`config.mk`:
```
export PLATFORM = sky130hd
export DESIGN_NAME = fsdc_div
export DESIGN_NICKNAME = d
export VERILOG_FILES = /design/src/rtl/core/fsdc_pkg.sv /design/src/rtl/core/fsdc_div.sv
export SDC_FILE = /design/constraint.sdc
export NUM_CORES = 1
export LEC_CHECK = 0
export BUFFER_PORTS_ARGS = -buffer_cell sky130_fd_sc_hd__buf_4
export CAP_MARGIN = 10
export CORE_AREA = 2 2 86 121
export DETAILED_ROUTE_END_ITERATION = 6
export DIE_AREA = 0 0 88 123
export PLACE_DENSITY = 0.76
export SLEW_MARGIN = 20
export SYNTH_ARGS = -nofsm -noshare
export SYNTH_HDL_FRONTEND = slang
export SYNTH_SLANG_ARGS = --single-unit
```
`constraint.sdc`:
```
create_clock -name aclk -period 3.11 [get_ports aclk]
set_clock_uncertainty 0.2 [all_clocks]
set_input_delay 0.311 -clock aclk [delete_from_list [all_inputs] [get_ports aclk]]
set_output_delay 0.311 -clock aclk [all_outputs]
set_load 0.01 [all_outputs]
```
`src/rtl/core/fsdc_pkg.sv`:
```
// ----------------------------------------------------------------------------
// fsdc_pkg
// Shared widths, state codes and the twiddle ROM of the spectrum column block.
// ----------------------------------------------------------------------------
package fsdc_pkg;

    localparam int POINTS      = 1024;
    localparam int LOG2_POINTS = 10;
    localparam int HALF_POINTS = POINTS / 2;
    localparam int BANK_AW     = LOG2_POINTS - 1;   // two banks by address parity
    localparam int SAMPLE_W    = 16;
    localparam int DW          = 28;                // FFT data width, no overflow for 2^10 growth
    localparam int WORD_W      = 2 * DW;            // {im, re}
    localparam int PROD_W      = DW + 16;
    localparam int SQ_W        = 2 * DW;
    localparam int ROOT_W      = DW;
    localparam int REM_W       = ROOT_W + 2;
    localparam int ACC_W       = ROOT_W + LOG2_POINTS - 1 + 1;
    localparam int MAX_COLUMNS = 64;
    localparam int COL_W       = 6;
    localparam int COLS_W      = 7;
    localparam int DIVB_W      = LOG2_POINTS + 1;   // bins per column, up to POINTS
    localparam int FULL_SCALE  = 255;

    // shared divider sizes
    localparam int DIV_NW  = 38;
    localparam int DIV_DW  = 21;
    localparam int DIV_CW  = 6;

    // screen scaling: floor(x / 255) = (x * Y_RECIP) >> Y_SHIFT, exact for x < 2^20
    localparam logic [20:0] Y_RECIP = 21'd1052689;
    localparam int          Y_SHIFT = 28;

    // sequencer states
    typedef enum logic [9:0] {
        ST_LOAD  = 10'b0000000001,
        ST_FFT   = 10'b0000000010,
        ST_FWAIT = 10'b0000000100,
        ST_CDIV  = 10'b0000001000,
        ST_MAG   = 10'b0000010000,
        ST_MWAIT = 10'b0000100000,
        ST_VDIV  = 10'b0001000000,
        ST_YGO   = 10'b0010000000,
        ST_YDIV  = 10'b0100000000,
        ST_EMIT  = 10'b1000000000
    } fsdc_state_t;

    // register indexes on the config port
    localparam logic [1:0] REG_TOP    = 2'd0;
    localparam logic [1:0] REG_BOTTOM = 2'd1;
    localparam logic [1:0] REG_COLS   = 2'd2;

    typedef logic [31:0] fsdc_tw_rom_t [HALF_POINTS];

    localparam longint unsigned SinDiv [12] = '{6, 20, 42, 72, 110, 156,
                                               210, 272, 342, 420, 506, 600};
    localparam longint unsigned CosDiv [12] = '{2, 12, 30, 56, 90, 132,
                                               182, 240, 306, 380, 462, 552};
    localparam longint unsigned TwoPiQ30 = 64'd6746518852;
    localparam longint unsigned OneQ30   = 64'd1073741824;

    function automatic logic [15:0] q30_to_q15(input longint v);
        longint unsigned r;
        if (v < 0) begin
            return 16'd0;
        end
        r = (longint'(v) + 64'd16384) >> 15;
        if (r > 64'd32767) begin
            r = 64'd32767;
        end
        return r[15:0];
    endfunction

    // Q1.15 twiddles W^k, built by a Taylor series at elaboration: {im, re}
    function automatic fsdc_tw_rom_t build_tw();
        fsdc_tw_rom_t     rom;
        longint unsigned  kk, x, x2, ms, mc;
        longint           ss, cs;
        logic [15:0]      s, c;
        for (int k = 0; k < HALF_POINTS; k++) begin
            kk = (k <= POINTS / 4) ? longint'(k) : longint'(HALF_POINTS - k);
            x  = (kk * TwoPiQ30 + HALF_POINTS) >> LOG2_POINTS;
            x2 = (x * x) >> 30;
            ms = x;
            mc = OneQ30;
            ss = longint'(x);
            cs = longint'(OneQ30);
            for (int n = 0; n < 12; n++) begin
                ms = ((ms * x2) >> 30) / SinDiv[n];
                mc = ((mc * x2) >> 30) / CosDiv[n];
                if ((n % 2) == 0) begin
                    ss = ss - longint'(ms);
                    cs = cs - longint'(mc);
                end else begin
                    ss = ss + longint'(ms);
                    cs = cs + longint'(mc);
                end
            end
            s = q30_to_q15(ss);
            c = q30_to_q15(cs);
            if (k > POINTS / 4) begin
                c = -c;
            end
            rom[k] = {16'(-s), c};
        end
        return rom;
    endfunction

    localparam fsdc_tw_rom_t TW_ROM = build_tw();

endpackage

```
`src/rtl/core/fsdc_div.sv`:
```
// ----------------------------------------------------------------------------
// fsdc_div
// Restoring unsigned divider, one quotient bit per cycle.
// ----------------------------------------------------------------------------
module fsdc_div import fsdc_pkg::*; (
    input  logic              aclk,
    input  logic              aresetn,
    input  logic              start,
    input  logic [DIV_NW-1:0] num,
    input  logic [DIV_DW-1:0] den,
    output logic              done,
    output logic [DIV_NW-1:0] quo
);

    logic              busy_reg;
    logic              done_reg;
    logic [DIV_CW-1:0] cnt_reg;
    logic [DIV_NW-1:0] q_reg;
    logic [DIV_DW-1:0] rem_reg;
    logic [DIV_DW-1:0] den_reg;
    logic [DIV_DW:0]   rem_sh;
    logic              ge;
    logic [DIV_DW-1:0] rem_next;

    // one shift-subtract step
    always_comb begin
        rem_sh   = {rem_reg, q_reg[DIV_NW-1]};
        ge       = (rem_sh >= {1'b0, den_reg});
        rem_next = ge ? DIV_DW'(rem_sh - {1'b0, den_reg}) : rem_sh[DIV_DW-1:0];
    end

    // control
    always_ff @(posedge aclk) begin
        if (!aresetn) begin
            busy_reg <= 1'b0;
            done_reg <= 1'b0;
            cnt_reg  <= '0;
        end else begin
            done_reg <= 1'b0;
            if (start) begin
                busy_reg <= 1'b1;
                cnt_reg  <= '0;
            end else if (busy_reg) begin
                cnt_reg <= cnt_reg + 1'b1;
                if (cnt_reg == DIV_CW'(DIV_NW - 1)) begin
                    busy_reg <= 1'b0;
                    done_reg <= 1'b1;
                end
            end
        end
    end

    // datapath
    always_ff @(posedge aclk) begin
        if (start) begin
            q_reg   <= num;
            rem_reg <= '0;
            den_reg <= den;
        end else if (busy_reg) begin
            q_reg   <= {q_reg[DIV_NW-2:0], ge};
            rem_reg <= rem_next;
        end
    end

    assign done = done_reg;
    assign quo  = q_reg;

endmodule

```
==> run metrics <==
CP max FO=13; Max-slew headroom=0.3757; CP max stage delay=0.40 ns; Post-Synthesis Cells=between 400 and 500; number of global-route vias before repair=slightly below 4000; pin count of the biggest net entering global routing=39; Initial DRC Count=161; reg2reg end=quo[0]; CP startpoint kind=flip-flop; number of synthesized register bits=between 80 and 90; Power Density=514.6 nW/um^2; worst reg-to-reg setup slack=0.17 ns; met3 usage=0.05941; post-layout minimum cycle time=2.944 ns; status=complete, no violations; Primary FF master, synth=edfxtp_1; Area growth syn-to-layout=29.96%; met2 usage=0.3987; Buffers on Ports=100; layout cells sized above 1=0.3285; Reg clk slew, reported paths=0.07 ns; worst-margin pin slew=0.9285 ns; Leak Pwr=between 2 and 3 nW; Crit Path Class=flip-flop to flip-flop; Via Count=3810; ANT cells=0; post-DP HPWL=8.262 mm; synth top area cells=edfxtp_1 (37%), dfxtp_1 (12%), mux2_2 (8.9%); GRT Overall Usage=0.2193; Clock Sinks=88; sequential-to-total area share from yosys stat=0.4915; CTS Buffer Depth=2; CTS tree=yes; root buffer cell=clkbuf_16; Place WS=0.1338 ns; Synth top cells by count=edfxtp_1 (59), mux2_2 (38), nand2_1 (35); Post-DRT Antenna Nets=0; Post-synth EDFFs=59; Fmax achieved=339.6 MHz; Core Area=9738 sq um; Hold Path Class=primary input to flip-flop; routability cong.=0.8999; Min-Delay Path Depth=2; r2r worst-path depth=10; syn_nets=515; maximum vdd drop=0.0003984 V; worst endpoint required time=~3 ns; Setup crit start=quo[37]; Hold Startpoint=num[11]; count of warnings emitted by yosys=0; post-route DRC violation count=0; Net count, final=638; total gr overflow=0; max reg flops=38; die area=about 11000 sq um; Slowest-stage cell, CP=edfxtp_1; post-synthesis async set-or-reset flop share=0; setup_tns=0 ns; most numerous cell in the Yosys netlist=edfxtp_1; clock buffer count from CTS=9; Most Crowded Layer GR=met2; Fillers=774; num ports=101; die width=between 80 and 90 um; unrepaired setup endpoints after global routing=false; H-tree Lvls=3; Hold Path End=quo[11]; max-slew violations=0; max-cap viol count=0; most frequent CP cell=inv_1; crit path cell chain=inv_1 > ha_1 > inv_1 > fa_1 > a21o_1 > o21ai_1 > a21oi_1 > o311a_1 > or2_4 > mux2_2; post-synth top area cell=edfxtp_1; Setup Viol. Count Final=0; synth unique cells=58; Final Worst Setup Slack=0.1657 ns; final-report hold violation count=0; initial antenna violation count=0; Synth top area share=0.3702; syn avg cell area=11.16 sq um; global-route wire length before repair=18.32 mm; met1 usage=0.2356; Initial Util=0.4915; fin crit share=0.9467; vias per cell=5.506; data arrival time of the worst path=around 2.8 ns; Routed WL per cell=~16 um; DR pass1 iterations=4; Die Y=123 um; RR Startpoint=quo[37]; clock latency on the worst-skew pair=0.34 ns; drt total wl=11.22 mm; row count=43; Worst setup EP type=flip-flop; Mapped Area=around 4800 sq um
-- how the worst max path moves through the flow --
stage	to	slack (ns)	cells after the start
floorplan	quo[0]	0.14	11
global placement	quo[0]	0.17	10
detailed placement	rem_reg[2]	0.13	11
CTS	quo[0]	0.13	10
global route	rem_reg[14]	0.03	12
finish	quo[0]	0.17	10
-- repair_timing --
action | in CTS | in global routing
setup buffers | 0 | 0
gates resized for setup | 0 | 4
hold buffers | 22 | 0
setup endpoints to repair | 0 | 13
hold endpoints to repair | 22 | 0
-- routing by layer --
layer	wire, um	part of all wire	vias to the layer above
met3	687	0.061	26
met4	311	0.028	0
met1	4340	0.39	1824
li1	-	-	1848
met2	5884	0.52	112
met5	0	0	-
-- final cells by class --
class	count	area, sq um	area share
Sequential cell	88	2352	0.3782
Multi-Input combinational cell	290	2218	0.3567
Timing Repair Buffer	134	1065	0.1712
Clock buffer	13	286.5	0.04607
Tap cell	135	168.9	0.02716
Inverter	29	108.9	0.01750
Clock inverter	3	20.02	0.003219
-- cell usage in the layout (no fill, tap or decap), types with 4 or more instances in the layout --
cell type	Yosys	layout
mux2_2	38	38
ha_1	23	23
o21ai_0	8	7
a21oi_1	18	18
xnor2_1	11	11
buf_4	4	111
nand2_1	35	35
a311oi_2	6	6
a211o_1	4	4
clkbuf_16	0	11
o31ai_1	4	4
nand4_1	6	6
edfxtp_1	59	59
nor3_1	8	8
xor2_1	8	8
dfxtp_1	29	29
a41oi_1	4	4
nand3_1	8	8
inv_1	28	28
nor2b_1	4	4
nor2_1	31	30
dlygate4sd3_1	0	22
and3_1	11	11
a21o_1	11	11
-- critical path, delay by kind of cell, from the launching register on --
family / cells / cell delay, ns
mux: 1 / 0.28
flops: 1 / 0.40
buf+inv: 2 / 0.12
fa+ha+maj: 2 / 0.55
simple gates: 1 / 0.32
compound gates: 4 / 0.82
-- cell families (layout without fill, tap and decap cells) --
logic type      count (synthesis)  in the layout  share of synthesized area
simple gates                  114            114                     0.1140
compound gates                 93             93                     0.1553
flops                          88             88                     0.4915
buf+inv                        51            179                    0.04653
mux                            40             40                    0.09359
fa+ha+maj                      24             24                    0.06431
xor+xnor                       19             19                    0.03477
-- stage by stage --
step	std cells	cell area, sq um	power [mW]	hold WS, ns	util
floorplan	429	4786	1.847	0.2099	-
global placement	654	5682	2.087	0.2688	0.5835
detailed placement	654	5682	2.102	0.2906	0.5835
CTS	692	6208	3.219	0.05703	0.6375
global route	692	6220	3.337	0.05532	0.6387
finish	692	6220	3.200	0.06714	0.6387
-- power by group --
group          internal (mW)  total, mW  leakage (nW)  switching [mW]
logic                  0.340      0.690          1.71           0.350
clock network          0.650       1.09         0.154           0.443
registers               1.36       1.42         0.825          0.0540
No activity file was read; power rests on OpenSTA's default activity.
